**config.mk**
```make
export PLATFORM = sky130hd
export DESIGN_NAME = straight_key_morse_decoder_flat
export DESIGN_NICKNAME = d
export VERILOG_FILES = /design/src/rtl/core/skmd_pkg.sv /design/src/rtl/core/skmd_if.sv /design/src/rtl/core/straight_key_morse_decoder.sv /design/src/flat_wrapper.sv
export SDC_FILE = /design/constraint.sdc
export NUM_CORES = 1
export LEC_CHECK = 0
export BUFFER_PORTS_ARGS = -buffer_cell sky130_fd_sc_hd__buf_2
export CAP_MARGIN = 10
export CELL_PAD_IN_SITES_DETAIL_PLACEMENT = 2
export CELL_PAD_IN_SITES_GLOBAL_PLACEMENT = 2
export CORE_MARGIN = 4
export CORE_UTILIZATION = 40
export DETAILED_ROUTE_END_ITERATION = 8
export PLACE_DENSITY_LB_ADDON = 0.2
export SYNTH_ARGS = -nofsm -noshare
export SYNTH_HDL_FRONTEND = slang
export SYNTH_SLANG_ARGS = --single-unit
```
**constraint.sdc**
```tcl
create_clock -name clk -period 19.9 [get_ports clk]
set_input_delay 2.985 -clock clk [delete_from_list [all_inputs] [get_ports clk]]
set_output_delay 2.985 -clock clk [all_outputs]
set_load 0.02 [all_outputs]
```
**src/rtl/core/skmd_pkg.sv**
```systemverilog
// ----------------------------------------------------------------------------
// skmd_pkg: shared definitions for the straight-key Morse decoder
// Sizes, register codes, event codes, result struct and the Morse table.
// ----------------------------------------------------------------------------
package skmd_pkg;

	localparam int MAX_SYMBOLS = 9;
	localparam int TIMER_BITS  = 12;
	localparam int CNT_W       = $clog2(MAX_SYMBOLS + 1);
	localparam int CFG_W       = 12;
	localparam int CFG_IDX_W   = 3;
	localparam int TEXT_W      = 7;
	localparam int CODE_W      = 7;
	localparam int CMP_W       = (TIMER_BITS > CFG_W) ? TIMER_BITS : CFG_W;
	localparam int TABLE_LEN   = 36;
	localparam int LETTERS     = 26;

	// output queue
	localparam int OQ_DEPTH    = 8;
	localparam int OQ_PTR_W    = $clog2(OQ_DEPTH);
	localparam int OQ_CNT_W    = $clog2(OQ_DEPTH + 1);

	// register reset values
	localparam logic [CFG_W-1:0]  MIN_PRESS_RST = 12'd20;
	localparam logic [CFG_W-1:0]  DASH_MIN_RST  = 12'd250;
	localparam logic [CFG_W-1:0]  CHAR_GAP_RST  = 12'd750;
	localparam logic [CFG_W-1:0]  WORD_GAP_RST  = 12'd1750;
	localparam logic [TEXT_W-1:0] MAX_TEXT_RST  = 7'd99;

	localparam logic [CODE_W-1:0] CHAR_SLASH = 7'h2F;
	localparam logic [CODE_W-1:0] CHAR_QUERY = 7'h3F;
	localparam logic [CODE_W-1:0] CHAR_A     = 7'h41;
	localparam logic [CODE_W-1:0] CHAR_ZERO  = 7'h30;
	localparam logic [CODE_W-1:0] CHAR_NONE  = 7'h00;

	typedef enum logic [CFG_IDX_W-1:0] {
		REG_MIN_PRESS = 3'd0,
		REG_DASH_MIN  = 3'd1,
		REG_CHAR_GAP  = 3'd2,
		REG_WORD_GAP  = 3'd3,
		REG_MAX_TEXT  = 3'd4
	} cfg_reg_t;

	typedef enum logic [1:0] {
		EV_CHAR  = 2'd0,
		EV_SEP   = 2'd1,
		EV_CLEAR = 2'd2,
		EV_EXIT  = 2'd3
	} event_kind_t;

	typedef struct packed {
		event_kind_t       kind;
		logic [CODE_W-1:0] code;
		logic              last;
	} result_t;

	// entry = length (4 bits) << 9 | pattern, bit i is symbol i, 1 = dash
	localparam logic [12:0] MORSE_TABLE [TABLE_LEN] = '{
		{4'd2, 9'd2},  {4'd4, 9'd1},  {4'd4, 9'd5},  {4'd3, 9'd1},  {4'd1, 9'd0},
		{4'd4, 9'd4},  {4'd3, 9'd3},  {4'd4, 9'd0},  {4'd2, 9'd0},  {4'd4, 9'd14},
		{4'd3, 9'd5},  {4'd4, 9'd2},  {4'd2, 9'd3},  {4'd2, 9'd1},  {4'd3, 9'd7},
		{4'd4, 9'd6},  {4'd4, 9'd11}, {4'd3, 9'd2},  {4'd3, 9'd0},  {4'd1, 9'd1},
		{4'd3, 9'd4},  {4'd4, 9'd8},  {4'd3, 9'd6},  {4'd4, 9'd9},  {4'd4, 9'd13},
		{4'd4, 9'd3},
		{4'd5, 9'd31}, {4'd5, 9'd30}, {4'd5, 9'd28}, {4'd5, 9'd24}, {4'd5, 9'd16},
		{4'd5, 9'd0},  {4'd5, 9'd1},  {4'd5, 9'd3},  {4'd5, 9'd7},  {4'd5, 9'd15}
	};

	// Look the held symbols up; no match gives '?'
	function automatic logic [CODE_W-1:0] morse_lookup(
		input logic [CNT_W-1:0]       cnt,
		input logic [MAX_SYMBOLS-1:0] bits
	);
		logic [CODE_W-1:0] c;
		logic              hit;
		c   = CHAR_QUERY;
		hit = 1'b0;
		for (int i = 0; i < TABLE_LEN; i++) begin
			if (!hit && cnt == CNT_W'(MORSE_TABLE[i][12:9])
			    && bits == MAX_SYMBOLS'(MORSE_TABLE[i][4:0])) begin
				hit = 1'b1;
				if (i < LETTERS)
					c = CHAR_A + CODE_W'(i);
				else
					c = CHAR_ZERO + CODE_W'(i - LETTERS);
			end
		end
		return c;
	endfunction

endpackage

```
**src/rtl/core/skmd_if.sv**
```systemverilog
// ----------------------------------------------------------------------------
// skmd_if: item channels of the straight-key Morse decoder
// Tick channel (key and erase levels) and event channel, valid/ready.
// ----------------------------------------------------------------------------
interface skmd_in_if;
	logic valid;
	logic ready;
	logic key_down;
	logic erase_down;

	modport source (output valid, key_down, erase_down, input ready);
	modport sink (input valid, key_down, erase_down, output ready);
	modport monitor (input valid, ready, key_down, erase_down);
endinterface

interface skmd_out_if;
	import skmd_pkg::*;
	logic              valid;
	logic              ready;
	event_kind_t       event_kind;
	logic [CODE_W-1:0] char_code;
	logic              last;

	modport source (output valid, event_kind, char_code, last, input ready);
	modport sink (input valid, event_kind, char_code, last, output ready);
	modport monitor (input valid, ready, event_kind, char_code, last);
endinterface

```
**src/rtl/core/straight_key_morse_decoder.sv**
```systemverilog
// ----------------------------------------------------------------------------
// straight_key_morse_decoder: straight-key Morse decoder, one tick per item
// Times key presses and gaps, assembles dots and dashes, emits characters,
// word separators, clear and exit events.
// ----------------------------------------------------------------------------
// Usage:
//   samples carries one item per millisecond tick: key_down and erase_down.
//   events carries results: event_kind, char_code and last (set on the final
//   result of a tick). A tick gives zero, one or two results.
//   cfg_wr_en/cfg_idx/cfg_wdata write the thresholds and text limit; write
//   only while no tick is in flight and the event queue is empty.
// Timing:
//   A tick is registered at acceptance and processed in the next cycle; its
//   results are then written into the event queue, which drives events. One
//   tick per cycle is taken for as long as the 8-entry event queue has room
//   for the tick in flight and the new one.
// Reset:
//   arst_n clears timers, held symbols, text count and the queue, and loads
//   the register defaults.
// Stall:
//   While events.ready is low the queue fills and samples.ready drops once
//   it lacks room for two results of the tick in flight and two of a new
//   tick; nothing is lost.
// ----------------------------------------------------------------------------
module straight_key_morse_decoder (
	input  logic                          clk,
	input  logic                          arst_n,
	input  logic                          cfg_wr_en,
	input  logic [skmd_pkg::CFG_IDX_W-1:0] cfg_idx,
	input  logic [skmd_pkg::CFG_W-1:0]    cfg_wdata,
	skmd_in_if.sink                       samples,
	skmd_out_if.source                    events
);
	import skmd_pkg::*;

	localparam logic [TIMER_BITS-1:0] TIMER_MAX = '1;

	// configuration
	logic [CFG_W-1:0]  min_press_q, dash_min_q, char_gap_q, word_gap_q;
	logic [TEXT_W-1:0] max_text_q;

	// input stage
	logic valid_s1, key_s1, erase_s1;

	// decoder state
	logic                   key_held_q, pending_q, last_sep_q;
	logic [TIMER_BITS-1:0]  press_q, gap_q;
	logic [CNT_W-1:0]       sym_cnt_q;
	logic [MAX_SYMBOLS-1:0] sym_bits_q;
	logic [TEXT_W-1:0]      emitted_q;

	// next state
	logic                   key_held_d, pending_d, last_sep_d;
	logic [TIMER_BITS-1:0]  press_d, gap_d, dur;
	logic [CNT_W-1:0]       sym_cnt_d;
	logic [MAX_SYMBOLS-1:0] sym_bits_d;
	logic [TEXT_W-1:0]      emitted_d;
	logic [CODE_W-1:0]      dec_char;
	logic                   tick_done;
	result_t                res0, res1;
	logic [1:0]             n_res, push_n;

	// event queue
	result_t               oq_q [OQ_DEPTH];
	logic [OQ_PTR_W-1:0]   wr_ptr_q, rd_ptr_q;
	logic [OQ_CNT_W-1:0]   cnt_q;
	logic                  pop;

	always_ff @(posedge clk or negedge arst_n) begin
		if (!arst_n) begin
			min_press_q <= MIN_PRESS_RST;
			dash_min_q  <= DASH_MIN_RST;
			char_gap_q  <= CHAR_GAP_RST;
			word_gap_q  <= WORD_GAP_RST;
			max_text_q  <= MAX_TEXT_RST;
		end else if (cfg_wr_en) begin
			case (cfg_reg_t'(cfg_idx))
				REG_MIN_PRESS: min_press_q <= cfg_wdata;
				REG_DASH_MIN:  dash_min_q  <= cfg_wdata;
				REG_CHAR_GAP:  char_gap_q  <= cfg_wdata;
				REG_WORD_GAP:  word_gap_q  <= cfg_wdata;
				REG_MAX_TEXT:  max_text_q  <= cfg_wdata[TEXT_W-1:0];
				default: ;
			endcase
		end
	end

	assign samples.ready = (cnt_q + (valid_s1 ? OQ_CNT_W'(2) : '0))
	                       <= OQ_CNT_W'(OQ_DEPTH - 2);

	always_ff @(posedge clk or negedge arst_n) begin
		if (!arst_n)
			valid_s1 <= 1'b0;
		else
			valid_s1 <= samples.valid && samples.ready;
	end

	always_ff @(posedge clk) begin
		key_s1   <= samples.key_down;
		erase_s1 <= samples.erase_down;
	end

	always_comb begin
		press_d    = (press_q < TIMER_MAX) ? press_q + 1'b1 : press_q;
		gap_d      = (gap_q < TIMER_MAX) ? gap_q + 1'b1 : gap_q;
		key_held_d = key_held_q;
		pending_d  = pending_q;
		last_sep_d = last_sep_q;
		sym_cnt_d  = sym_cnt_q;
		sym_bits_d = sym_bits_q;
		emitted_d  = emitted_q;
		dur        = '0;
		dec_char   = CHAR_QUERY;
		tick_done  = 1'b0;
		n_res      = 2'd0;
		res0       = '{kind: EV_CHAR, code: CHAR_NONE, last: 1'b0};
		res1       = '{kind: EV_CHAR, code: CHAR_NONE, last: 1'b0};

		if (erase_s1) begin
			if (emitted_q != '0 || sym_cnt_q != '0) begin
				emitted_d  = '0;
				sym_cnt_d  = '0;
				sym_bits_d = '0;
				pending_d  = 1'b0;
				last_sep_d = 1'b0;
				res0       = '{kind: EV_CLEAR, code: CHAR_NONE, last: 1'b0};
				n_res      = 2'd1;
			end else begin
				// nothing pending: request exit and end the tick
				key_held_d = 1'b0;
				pending_d  = 1'b0;
				res0       = '{kind: EV_EXIT, code: CHAR_NONE, last: 1'b0};
				n_res      = 2'd1;
				tick_done  = 1'b1;
			end
		end

		if (!tick_done) begin
			if (key_s1 && !key_held_d) begin
				key_held_d = 1'b1;
				press_d    = '0;
			end else if (!key_s1 && key_held_d) begin
				dur        = press_d;
				key_held_d = 1'b0;
				gap_d      = '0;
				pending_d  = 1'b1;
				if (sym_cnt_d < CNT_W'(MAX_SYMBOLS)) begin
					if (CMP_W'(dur) > CMP_W'(min_press_q)
					    && CMP_W'(dur) < CMP_W'(dash_min_q)) begin
						sym_cnt_d = sym_cnt_d + 1'b1;
					end else if (CMP_W'(dur) >= CMP_W'(dash_min_q)) begin
						sym_bits_d = sym_bits_d | (MAX_SYMBOLS'(1) << sym_cnt_d);
						sym_cnt_d  = sym_cnt_d + 1'b1;
					end
				end
			end

			if (!key_s1 && pending_d && CMP_W'(gap_d) > CMP_W'(char_gap_q)
			    && sym_cnt_d != '0) begin
				dec_char = morse_lookup(sym_cnt_d, sym_bits_d);
				if (emitted_d < max_text_q) begin
					emitted_d  = emitted_d + 1'b1;
					last_sep_d = 1'b0;
					if (n_res == 2'd0)
						res0 = '{kind: EV_CHAR, code: dec_char, last: 1'b0};
					else
						res1 = '{kind: EV_CHAR, code: dec_char, last: 1'b0};
					n_res = n_res + 1'b1;
				end
				sym_cnt_d  = '0;
				sym_bits_d = '0;
				pending_d  = 1'b0;
			end

			if (!key_s1 && CMP_W'(gap_d) > CMP_W'(word_gap_q)
			    && emitted_d != '0 && !last_sep_d) begin
				if (emitted_d < max_text_q) begin
					emitted_d  = emitted_d + 1'b1;
					last_sep_d = 1'b1;
					if (n_res == 2'd0)
						res0 = '{kind: EV_SEP, code: CHAR_SLASH, last: 1'b0};
					else
						res1 = '{kind: EV_SEP, code: CHAR_SLASH, last: 1'b0};
					n_res = n_res + 1'b1;
				end
				gap_d = '0;
			end
		end

		if (n_res == 2'd1)
			res0.last = 1'b1;
		if (n_res == 2'd2)
			res1.last = 1'b1;
	end

	assign push_n = valid_s1 ? n_res : 2'd0;

	always_ff @(posedge clk or negedge arst_n) begin
		if (!arst_n) begin
			key_held_q <= 1'b0;
			pending_q  <= 1'b0;
			last_sep_q <= 1'b0;
			press_q    <= '0;
			gap_q      <= '0;
			sym_cnt_q  <= '0;
			sym_bits_q <= '0;
			emitted_q  <= '0;
		end else if (valid_s1) begin
			key_held_q <= key_held_d;
			pending_q  <= pending_d;
			last_sep_q <= last_sep_d;
			press_q    <= press_d;
			gap_q      <= gap_d;
			sym_cnt_q  <= sym_cnt_d;
			sym_bits_q <= sym_bits_d;
			emitted_q  <= emitted_d;
		end
	end

	// event queue
	assign pop = events.valid && events.ready;

	always_ff @(posedge clk) begin
		if (push_n != 2'd0)
			oq_q[wr_ptr_q] <= res0;
		if (push_n == 2'd2)
			oq_q[wr_ptr_q + 1'b1] <= res1;
	end

	always_ff @(posedge clk or negedge arst_n) begin
		if (!arst_n) begin
			wr_ptr_q <= '0;
			rd_ptr_q <= '0;
			cnt_q    <= '0;
		end else begin
			wr_ptr_q <= wr_ptr_q + OQ_PTR_W'(push_n);
			if (pop)
				rd_ptr_q <= rd_ptr_q + 1'b1;
			cnt_q <= cnt_q + OQ_CNT_W'(push_n) - OQ_CNT_W'(pop);
		end
	end

	assign events.valid      = cnt_q != '0;
	assign events.event_kind = oq_q[rd_ptr_q].kind;
	assign events.char_code  = oq_q[rd_ptr_q].code;
	assign events.last       = oq_q[rd_ptr_q].last;

endmodule

```
**src/flat_wrapper.sv**
```systemverilog
// flat-port wrapper written by rule: the top's interface ports become plain ports
module straight_key_morse_decoder_flat import skmd_pkg::*;
  (clk, arst_n, cfg_wr_en, cfg_idx, cfg_wdata, samples_valid, samples_key_down, samples_erase_down, samples_ready, events_valid, events_event_kind, events_char_code, events_last, events_ready);
  skmd_in_if samples_i ();
  skmd_out_if events_i ();
  input  logic clk;
  input  logic arst_n;
  input  logic cfg_wr_en;
  input  logic [skmd_pkg::CFG_IDX_W-1:0] cfg_idx;
  input  logic [skmd_pkg::CFG_W-1:0] cfg_wdata;
  input wire logic [$bits(samples_i.valid)-1:0] samples_valid;
  input wire logic [$bits(samples_i.key_down)-1:0] samples_key_down;
  input wire logic [$bits(samples_i.erase_down)-1:0] samples_erase_down;
  output wire logic [$bits(samples_i.ready)-1:0] samples_ready;
  output wire logic [$bits(events_i.valid)-1:0] events_valid;
  output wire logic [$bits(events_i.event_kind)-1:0] events_event_kind;
  output wire logic [$bits(events_i.char_code)-1:0] events_char_code;
  output wire logic [$bits(events_i.last)-1:0] events_last;
  input wire logic [$bits(events_i.ready)-1:0] events_ready;
  assign samples_i.valid = samples_valid;
  assign samples_i.key_down = samples_key_down;
  assign samples_i.erase_down = samples_erase_down;
  assign samples_ready = samples_i.ready;
  assign events_valid = events_i.valid;
  assign events_event_kind = events_i.event_kind;
  assign events_char_code = events_i.char_code;
  assign events_last = events_i.last;
  assign events_i.ready = events_ready;
  straight_key_morse_decoder u_core (.clk(clk), .arst_n(arst_n), .cfg_wr_en(cfg_wr_en), .cfg_idx(cfg_idx), .cfg_wdata(cfg_wdata), .samples(samples_i), .events(events_i));
endmodule
```
Yosys cells after proc, flatten, opt, wreduce, memory -nomap -nowiden. Memories as Yosys holds them, arrays and structs flattened. Cells that the tools add are included.

Register bits after elaboration: 115. Bits in writable memories: 80. Bits of input ports: 22. Output and inout port bits: 12. Word-level logic and storage cells: 442. Memories: 1.

Memories: u_core.oq_q (words 8, width 10, read ports 1, clocked after Yosys merged registers in 0, write ports 2, line straight_key_morse_decoder.sv:64) `result_t oq_q [OQ_DEPTH];`.

$add $sub $neg: 13. Order comparisons: 11. Eq/ne operators: 30. Shifts and indexed selects: 1. Muxes and demuxes: 230. Bitwise logic cells: 1. Reductions and logical operators: 136.

Operators with widths (count): $mux W7 (44); $mux W10 (14); $mux W1 (133); $mux W12 (9); $mux W9 (11); $logic_and A1 B1 Y1 (82); $eq A9 B4 Y1 const B (6); $eq A9 B5 Y1 const B (5); $mux W4 (10); $logic_not A1 Y1 (38); $eq A9 B3 Y1 const B (4); $gt A12 B12 Y1 (3); $add A12 B1 Y12 const B (2); $lt A12 B12 Y1 const B (2); $eq A9 B2 Y1 const B (2); $mux W2 (8); $add A7 B1 Y7 const B (2); $lt A7 B7 Y1 (2); $reduce_bool A7 Y1 (2); $ge A12 B12 Y1 (1); $lt A12 B12 Y1 (1); $reduce_bool A4 Y1 (3); $reduce_and A2 Y1 (5); $eq A9 B1 Y1 const B (1); 26 further kinds (32).

Logic depth before layout (Yosys ltp). Gate-level depths: netlist (run 1).

Word-level depth: 233. Depth in mapped cells: 37.

Worst setup path after synthesis (run 1). No wires, ideal clock.

Kind: register to register. Start: register u_core.press_q[1]. End: register u_core.cnt_q[2]. Setup time: 123 ps. Arrival: 6797 ps. Data required time: 19777 ps. Path slack: 12981 ps. Stages on the path, launching flop included: 38. Buffers on the path: 5. Cells stage by stage: dfrtp_1 > ha_1 > nand4_1 > or3_1 > buf_6 > nand4_1 > inv_1 > and3_1 > xnor2_1 > ha_1 > nand4_1 > nor3_1 > or3_1 > a211oi_1 > o21a_1 > buf_6 > o21ai_4 > a311oi_1 > (+2 left out) > ha_1 > a21oi_1 > o22ai_1 > nor2_1 > o31ai_1 > or2_0 > buf_2 > or2_1 > buf_2 > buf_6 > xnor2_1 > o21ai_0 > ha_1 > inv_1 > ha_1 > inv_1 > fa_1 > xnor2_1.

Word-level cells in the longest chain between the ends: 21. Elaborated cells between the ends (all ways): 33.

Ends and longest elaborated chain: start, declared (line straight_key_morse_decoder.sv:47) `logic [TIMER_BITS-1:0] press_q, gap_q;`; start signal, assigned (line straight_key_morse_decoder.sv:212) `press_q <= press_d;`; $add A12 B1 Y12 or $lt A12 B12 Y1 (tied branches) (line straight_key_morse_decoder.sv:104) `press_d = (press_q < TIMER_MAX) ? press_q + 1'b1 : press_q;`; $mux W12 (*) (line straight_key_morse_decoder.sv:104); $ge A12 B12 Y1, or another cell as far along (line straight_key_morse_decoder.sv:151) `end else if (CMP_W'(dur) >= CMP_W'(dash_min_q)) begin`; $mux W4 or $logic_and A1 B1 Y1 (tied branches) (line straight_key_morse_decoder.sv:151, straight_key_morse_decoder.sv:149); $mux W4 (*) (line straight_key_morse_decoder.sv:148) `if (CMP_W'(dur) > CMP_W'(min_press_q)`; $mux W4 (*) (line straight_key_morse_decoder.sv:147) `if (sym_cnt_d < CNT_W'(MAX_SYMBOLS)) begin`; $mux W4 (*) (line straight_key_morse_decoder.sv:142) `end else if (!key_s1 && key_held_d) begin`; $mux W4 (*) (line straight_key_morse_decoder.sv:139) `if (key_s1 && !key_held_d) begin`; $mux W4 (*) (line straight_key_morse_decoder.sv:138) `if (!tick_done) begin`; $reduce_bool A4 Y1 (*) (line straight_key_morse_decoder.sv:159) `&& sym_cnt_d != '0) begin`; $logic_and A1 B1 Y1 (*) (line straight_key_morse_decoder.sv:159); parallel branches: the longest is 5 deep, another holds $lt A7 B7 Y1; $mux W2 (*) (line straight_key_morse_decoder.sv:175) `if (!key_s1 && CMP_W'(gap_d) > CMP_W'(word_gap_q)`; $mux W2 (*) (line straight_key_morse_decoder.sv:138); $mux W2 (*) (line straight_key_morse_decoder.sv:196) `assign push_n = valid_s1 ? n_res : 2'd0;`; $add A4 B2 Y4 (*) (line straight_key_morse_decoder.sv:239) `cnt_q <= cnt_q + OQ_CNT_W'(push_n) - OQ_CNT_W'(pop);`; $sub A4 B1 Y4 (*) (line straight_key_morse_decoder.sv:239); end signal, assigned (line straight_key_morse_decoder.sv:239); end, declared (line straight_key_morse_decoder.sv:66) `logic [OQ_CNT_W-1:0] cnt_q;`.

Mark *: on every way between the ends. The select of a mux whose other input is x is not followed. A chain may end at the register's enable or synchronous reset.

Worst setup path after layout (run 1).
Start: register u_core.press_q[0]. End: register u_core.cnt_q[1].

The elaborated chain is that of the path after synthesis.

==> impl_metrics.tcl, run 1 <==
set metrics [dict create \
    cts_setup_buffers 0 \
    maxSlewViolCount 0 \
    dr.pass1.iters 5 \
    cts_buffer_depth 2 \
    leakagePower_nw 5.50 \
    holdPathEnd "u_core.sym_bits_q[2]" \
    cpPeakStageDelay_ns 0.71 \
    antenna_found_initial 1 \
    synth_top_flop_cell "dfrtp_1" \
    synthArstFlopShare 0.579 \
    fin_crit_ns 9.36 \
    ctsHtreeMaxLevel 4 \
    drv_cap 0 \
    die_h_um 185 \
    fin_nets 1416 \
    cts_tree "done" \
    synth_edf_count 72 \
    place_area_mm2 0.0131 \
    slew_headroom 0.239 \
    route.vias.total 10600 \
    finalSetupTns_ns 0 \
    ff2ff_path_depth 31 \
    cts_hold_buf 0 \
    crit_type "reg2reg" \
    io_buffers 33 \
    instances_no_fill 1717 \
    path_clk_slew_ns 0.08 \
    syn_area_mm2 0.0126 \
    fin_area_mm2 0.0137 \
    startpoint_type "flop" \
    vias_per_cell 6.16 \
    postSynthCellCount 1301 \
    synthTopCellsByArea "dfrtp_1 17%, edfxtp_1 17%, ha_1 8.3%" \
    hold_viol_final 0 \
    ir_drop_mv 0.0578 \
    totalPowerFinal_mw 1.38 \
    avgSynthCellArea_um2 9.68 \
    worst_clock_skew_ns 0.0149 \
    final_common_cell "nand2_1" \
    ys_seq_elements 195 \
    ios 34 \
    grt_pass1_vias 11700 \
    cts_buffers 17 \
    min_period_over_period 0.470 \
    min-delay-start "u_core.sym_bits_q[2]" \
    yosys.area.top_type "dfrtp_1" \
    dpl.hpwl_mm 32.1 \
    grt_pass1_wl_mm 68.8 \
    grt.overflow.total 0 \
    rsz0062_at_grt "false" \
    setup_viol 0 \
    drive_above_1_share 0.141 \
    dpl.cell_count 1685 \
    cp.required_ns 20.26 \
    status "complete, no violations" \
    ys_seq_area_frac 0.415 \
    tightest_slew_ns 1.14 \
    num_rows 64 \
    start_util 0.409 \
    r2r-start "u_core.press_q[0]" \
    p_per_area_mw_per_mm2 100 \
    ant_nets 0 \
    gr-usage-all-layers 0.261 \
    hp-class "reg2reg" \
    grt_max_degree 71 \
    hold-worst-slack_ns 0.485 \
    fill_cells 3281 \
    finalWeightedCongestion 0.876 \
    multi_input_area_mm2 0.00675 \
    r2r_slack_ns 10.54 \
    yosysUniqueCellTypes 89 \
    drt_iter0_drc 689 \
    syn_nets 1409 \
    antenna-diode-count 0 \
    cts.sinks 195 \
    seqCellArea_mm2 0.00522 \
    routedWlPerCell_um 25.6 \
    route.detailed.drc 0 \
    end_kind "flop" \
    die_w_um 185 \
    routed_wl_mm 43.9 \
    max_freq_mhz 107 \
    rr_endpoint "u_core.cnt_q[1]" \
    hold_depth 2 \
    clock-root-buffer "clkbuf_16" \
    design.core.area_mm2 0.0308 \
    yosysTopAreaCellShare 0.173 \
    cts_resized 0 \
    clock_latency_ns 0.47 \
    yosysWarnings 0 \
    syn2layout_area_growth_pct 8.86 \
    final_cell_mix "138 x nand2_1, 109 x o21ai_0, 105 x inv_1" \
    critical_path_arrival_ns 9.72 \
    path_max_fanout 14 \
    critPathSlowestCell "or2_1" \
    die_area_mm2 0.0344 \
]
## cell families after synthesis
kind of cell,Yosys count,share of synthesized area
compound gates,369,0.194
xor+xnor,36,0.0250
fa+ha+maj,86,0.0866
buf+inv,162,0.0522
flops,195,0.415
mux,62,0.0734
simple gates,391,0.154
## layer usage
metal	GRT usage	routed length (um)	share of wire
met5	0	16	0.00036
met4	0.0937	1380	0.031
met2	0.470	22700	0.52
met3	0.0354	1570	0.036
met1	0.319	18300	0.42
## worst max path at each step
stage          slack (ns)              start  cells past startpoint         endpoint
3_5_place_dp        10.78  u_core.press_q[0]                     31  u_core.cnt_q[1]
4_1_cts             10.61  u_core.press_q[0]                     31  u_core.cnt_q[1]
2_1_floorplan       12.98  u_core.press_q[1]                     37  u_core.cnt_q[2]
6_report            10.54  u_core.press_q[0]                     31  u_core.cnt_q[1]
3_3_place_gp        11.22  u_core.press_q[0]                     31  u_core.cnt_q[2]
5_1_grt              10.0  u_core.press_q[0]                     31  u_core.cnt_q[2]
## cells in the mapped netlist (15+ instances only)
cell type  instances
dfstp_2           26
xnor2_1           25
o22ai_1           65
nand4_1           19
edfxtp_1          72
dfrtp_1           87
nor2b_1           15
clkbuf_1          43
inv_1            105
a21o_1            20
a21oi_1           46
nor2_1            64
ha_1              84
o21a_1            18
mux2_2            30
nand3_1           33
mux4_2            20
nand2b_1          15
nor3_1            29
nand2_1          138
o21ai_0          109
## state kept, by name, summed over array words and instances, names as in the netlist, 9 cells and up
register / flops
u_core.min_press_q: 12
u_core.sym_bits_q: 9
u_core.press_q: 12
u_core.dash_min_q: 12
u_core.gap_q: 12
u_core.oq_q: 80
u_core.word_gap_q: 12
u_core.char_gap_q: 12
## critical path, delay by kind of cell (launching register included)
kind | cells | cell delay [ns]
AOI/OAI and AO/OA | 8 | 3.19
xor gates and xnor gates | 2 | 0.44
DFF | 1 | 0.50
and+or+nand+nor | 9 | 2.61
buffers and inverters | 5 | 0.33
adders and majority gates | 6 | 1.71
muxes | 1 | 0.44
## layout make-up
cell class,count,share of cell area
Clock buffer,17,0.0310
Sequential cell,195,0.381
Timing Repair Buffer,45,0.0188
Tap cell,396,0.0361
Inverter,105,0.0287
Multi-Input combinational cell,944,0.492
Clock inverter,15,0.0120
## report_power, final
part	switching, mW	internal, mW
clock	0.195	0.171
sequential	0.0622	0.485
combinational	0.277	0.186
total	0.534	0.842
## through the flow
stage / setup WS, ns / util
6_report: 10.54 / 0.445
2_1_floorplan: 12.98 / -
3_5_place_dp: 10.78 / 0.426
5_1_grt: 10.0 / 0.445
4_1_cts: 10.61 / 0.445
3_3_place_gp: 11.22 / 0.426
Note: power is estimated with default switching activity, not from simulation.
==> inputs of run 2 (changes only) <==
Settings changed: CORE_UTILIZATION 40 to 37.
Clock period 19.9 ns to 8.4 ns, I/O delays scaled along.
==> run 2 against run 1 <==
Flip-flop and latch count did not move. Register-to-register slack got worse by 10 ns. Global-route usage fell by 2.2 points. Maximum frequency rose by 19%. Critical path depth fell by 6. Via count rose by 0.20%. Core utilization fell by 3.0 points. Critical path type unchanged. Highest routed layer is now met4.
==> impl_metrics.tcl, run 2 (synthesized netlist as in run 1, its figures left out) <==
set metrics [dict create \
    route.vias.total 10600 \
    gr-usage-all-layers 0.239 \
    fin_crit_ns 7.84 \
    finalSetupTns_ns 0 \
    cts_buffer_depth 2 \
    critical_path_arrival_ns 7.95 \
    leakagePower_nw 5.55 \
    maxSlewViolCount 0 \
    cts_resized 0 \
    switchingPower_mw 1.23 \
    antenna_found_initial 0 \
    pwr-share-seq 0.399 \
    crit_type "reg2reg" \
    dpl.hpwl_mm 31.8 \
    die_w_um 193 \
    final_common_cell "nand2_1" \
    vias_per_cell 5.95 \
    drt_iter0_drc 645 \
    die_area_mm2 0.0371 \
    finalWeightedCongestion 0.870 \
    fin_nets 1427 \
    largest_register_ffs 80 \
    critical_path_buf_inv_count 0 \
    hp-class "reg2reg" \
    final_cell_mix "137 x nand2_1, 108 x o21ai_0, 105 x inv_1" \
    path_common_cell "ha_1" \
    drive_above_1_share 0.154 \
    max_freq_mhz 128 \
    ant_nets 0 \
    grt_pass1_wl_mm 68.0 \
    design.core.area_mm2 0.0335 \
    setup_viol 0 \
    comb_power_share 0.338 \
    grt.overflow.total 0 \
    path_max_fanout 10 \
    dr.pass1.iters 5 \
    hold_viol_final 0 \
    r2r-start "u_core.gap_q[0]" \
    place_area_mm2 0.0133 \
    grt_pass1_vias 11600 \
    dpl.cell_count 1748 \
    fin_area_mm2 0.0139 \
    critPathSlowestCell "nand2_1" \
    min-delay-start "u_core.oq_q[7][9]" \
    slew_headroom 0.249 \
    clock_latency_ns 0.47 \
    preCtsSetupSlack_ns 0.209 \
    cts.sinks 195 \
    final_util 0.414 \
    cp.required_ns 8.51 \
    routedWlPerCell_um 24.1 \
    drv_cap 0 \
    swShare 0.382 \
    end_kind "flop" \
    hold-worst-slack_ns 0.473 \
    syn2layout_area_growth_pct 10.3 \
    p_per_area_mw_per_mm2 232 \
    io_buffers 33 \
    num_rows 67 \
    ctsHtreeMaxLevel 4 \
    worst_clock_skew_ns 0.0114 \
    path_clk_slew_ns 0.08 \
    routed_wl_mm 42.8 \
    cpPeakStageDelay_ns 0.54 \
    totalPowerFinal_mw 3.23 \
    ir_drop_mv 0.169 \
    cts_hold_buf 0 \
    antenna-diode-count 0 \
    tightest_slew_ns 1.13 \
    crit_start "u_core.gap_q[0]" \
    die_h_um 193 \
    cts_tree "done" \
    cts_setup_buffers 0 \
    regMostFlops "u_core.oq_q" \
    clock-root-buffer "clkbuf_16" \
    fill_cells 3629 \
    start_util 0.376 \
    instances_no_fill 1780 \
    crit_family "simple AND/OR/NAND/NOR gates" \
    rsz0062_at_grt "false" \
    grt_max_degree 68 \
    p_int_mw 2.00 \
    startpoint_type "flop" \
    ios 34 \
    min_period_over_period 0.933 \
    route.detailed.drc 0 \
    status "complete, no violations" \
    setup_ws_ns 0.564 \
    cts_buffers 17 \
    clkPwrFrac 0.263 \
]
-- run 2: layout make-up --
| type | instances | area [um2] | share of cell area |
|---|---|---|---|
| Clock buffer | 17 | 425 | 0.0306 |
| Clock inverter | 15 | 173 | 0.0124 |
| Tap cell | 448 | 561 | 0.0403 |
| Inverter | 105 | 394 | 0.0284 |
| Sequential cell | 195 | 5220 | 0.376 |
| Multi-Input combinational cell | 944 | 6780 | 0.488 |
| Timing Repair Buffer | 56 | 340 | 0.0245 |
-- run 2: tightest hold or removal path, cell delays in order, from the launching register on --
cell and delay (ns):
dfxtp_1 0.31, nand2_1 0.05, mux2i_1 0.06
-- run 2: metal layers --
metal / routed length (um) / share of wire / vias to the layer above / global-route usage
met2: 21400 / 0.50 / 231 / 0.420
met5: 0 / 0 / - / 0
li1: - / - / 4850 / -
met1: 18700 / 0.44 / 5449 / 0.303
met4: 1080 / 0.025 / 0 / 0.0743
met3: 1650 / 0.039 / 63 / 0.0382
-- run 2: final timing paths --
path,end,slack [ns],cells after the start
max,u_core.oq_q[2][1],0.56,25
min,u_core.oq_q[7][9],0.47,2
max reg2reg,u_core.oq_q[2][1],0.56,25
min reg2reg,u_core.oq_q[7][9],0.47,2
max in group asynchronous,u_core.dash_min_q[2],6.19,2
min in group asynchronous,u_core.cnt_q[0],0.82,1
-- run 2: power by group through the flow --
stage	Sequential, mW	Combinational, mW	Clock, mW
2_1_floorplan	1.23	0.793	0
4_1_cts	1.29	1.11	0.872
3_3_place_gp	1.30	1.04	0
3_5_place_dp	1.31	1.09	0
5_1_grt	1.31	1.22	0.907
6_report	1.29	1.09	0.848
==> inputs of run 3 (changes only) <==
Settings changed: PLACE_DENSITY_LB_ADDON 0.2 to 0.1.
==> run 3 against run 2 <==
First-iteration DRC count is 22% lower. Global-route usage down 0.41 points. Count of clock-buffer cells in the layout up 3. Final area rose by 0.27%. Combinational power about the same. Total power shrank 0.22%. Maximum frequency is 1.3% higher. Flip-flop and latch count is the same. Die area unchanged. Sequential share of layout area down 0.10 points. Highest routed layer unchanged.
==> impl_metrics.tcl, run 3 (synthesized netlist as in run 1, its figures left out) <==
set metrics [dict create \
    status "complete, no violations" \
    fin_area_mm2 0.0139 \
    routed_wl_mm 42.7 \
    antenna-diode-count 0 \
    maxSlewViolCount 0 \
    clock_latency_ns 0.47 \
    seqCellArea_mm2 0.00522 \
    die_h_um 193 \
    preCtsSetupSlack_ns 0.189 \
    final_util 0.416 \
    totalPowerFinal_mw 3.22 \
    cts_buffer_depth 2 \
    clock-root-buffer "clkbuf_16" \
    gr-usage-all-layers 0.235 \
    grt.overflow.total 0 \
    route.detailed.drc 0 \
    regMostFlops "u_core.oq_q" \
    ant_nets 0 \
    io_buffers 33 \
    rr_endpoint "u_core.oq_q[1][1]" \
    hold_depth 2 \
    ff2ff_path_depth 27 \
    path_max_fanout 19 \
    finalSetupTns_ns 0 \
    die_area_mm2 0.0371 \
    r2r-start "u_core.press_q[1]" \
    vias_per_cell 5.89 \
    ios 34 \
    min_period_over_period 0.921 \
    fin_nets 1434 \
    drv_cap 0 \
    final_common_cell "nand2_1" \
    dpl.hpwl_mm 32.0 \
    min-delay-start "u_core.oq_q[6][9]" \
    holdPathEnd "u_core.oq_q[6][9]" \
    cts.sinks 195 \
    hold_viol_final 0 \
    grt_max_degree 69 \
    cp.required_ns 8.52 \
    startpoint_type "flop" \
    drive_above_1_share 0.158 \
    start_util 0.376 \
    r2r_slack_ns 0.67 \
    ir_drop_mv 0.205 \
    fin_crit_ns 7.73 \
    syn2layout_area_growth_pct 10.6 \
    route.vias.total 10500 \
    fill_cells 3652 \
    antenna_found_initial 0 \
    num_rows 67 \
    setup_ws_ns 0.668 \
    end_kind "flop" \
    tightest_slew_ns 1.12 \
    hp-class "reg2reg" \
    grt_pass1_wl_mm 67.0 \
    design.core.area_mm2 0.0335 \
    crit_type "reg2reg" \
    worst_clock_skew_ns 0.0203 \
    place_area_mm2 0.0133 \
    ctsHtreeMaxLevel 4 \
    path_clk_slew_ns 0.08 \
    finalWeightedCongestion 0.886 \
    final_cell_mix "138 x nand2_1, 108 x o21ai_0, 105 x inv_1" \
    die_w_um 193 \
    rsz0062_at_grt "false" \
    max_freq_mhz 129 \
    leakagePower_nw 5.57 \
    critical_path_arrival_ns 7.85 \
    largest_register_ffs 80 \
    p_per_area_mw_per_mm2 231 \
    cts_buffers 17 \
    routedWlPerCell_um 23.9 \
    grt_pass1_vias 11400 \
    drt_iter0_drc 504 \
    slew_headroom 0.253 \
    multi_input_area_mm2 0.00679 \
    dr.pass1.iters 5 \
    setup_viol 0 \
    cts_tree "done" \
]
## run 3: cell types whose count changed in the layout (fill, tap and decap cells not counted), sizes merged
cell | before | now
buf | 56 | 63
clkbuf | 17 | 20
clkinv | 6 | 4
clkinvlp | 1 | 3
inv | 113 | 110
## run 3: worst max path at each step
stage	startpoint	slack [ns]	end	cells past startpoint
2_1_floorplan	u_core.press_q[1]	1.48	u_core.cnt_q[2]	37
3_3_place_gp	u_core.press_q[0]	0.48	u_core.cnt_q[1]	32
6_report	u_core.press_q[1]	0.67	u_core.oq_q[1][1]	27
4_1_cts	u_core.press_q[0]	0.13	u_core.cnt_q[2]	32
5_1_grt	u_core.press_q[1]	0.10	u_core.cnt_q[3]	34
3_5_place_dp	u_core.press_q[0]	0.19	u_core.cnt_q[2]	31
## run 3: worst max-delay path, stage by stage (launching register included)
cell	delay, ns
dfrtp_1	0.47
ha_1	0.24
nand4_1	0.19
or3_4	0.44
nand4_1	0.18
inv_1	0.07
and3_1	0.20
xnor2_1	0.25
ha_1	0.31
a21oi_1	0.17
a211oi_1	0.10
a211oi_1	0.21
a21boi_2	0.29
buf_4	0.29
o21ai_1	0.23
a31oi_4	0.34
a31oi_4	0.20
mux2_2	0.38
ha_1	0.26
nand3b_1	0.18
a311oi_1	0.31
o31ai_1	0.15
or2_0	0.25
buf_4	0.16
or4_4	0.54
and2_1	0.19
or2_1	0.37
nand2_1	0.40
## run 3: power by group
group | switching [mW] | internal, mW | total, mW
clock network | 0.420 | 0.407 | 0.827
registers | 0.140 | 1.15 | 1.29
logic | 0.663 | 0.442 | 1.11
total | 1.22 | 2.00 | 3.22
## run 3: area by class of cell
type	instances	share of cell area
clock buffer	20	0.0328
tap	448	0.0402
multi-input combinational	944	0.487
inverter	105	0.0283
sequential	195	0.375
timing repair buffer	63	0.0282
clock inverter	12	0.00835
## run 3: metrics by stage
| stage | hold WS, ns | std cells |
|---|---|---|
| final | 0.469 | 1787 |
| after global routing | 0.510 | 1787 |
| after CTS | 0.476 | 1784 |
| after detailed placement | 0.465 | 1752 |
| after global placement | 0.444 | 1752 |
| after floorplan | 0.435 | 1301 |
## run 3: metal layers
metal | track usage | wire [um] | part of all wire | up-vias
li1 | - | - | - | 4847
met1 | 0.306 | 19100 | 0.45 | 5481
met2 | 0.424 | 22100 | 0.52 | 167
met3 | 0.0277 | 1210 | 0.028 | 24
met4 | 0.0425 | 323 | 0.0076 | 0
met5 | 0 | 0 | 0 | -
## run 3: timing repair
item / in CTS / in global routing
endpoints found under the setup margin: 0 / 122
setup buffers: 0 / 3
hold buffers: 0 / 0
gates resized for setup: 0 / 10
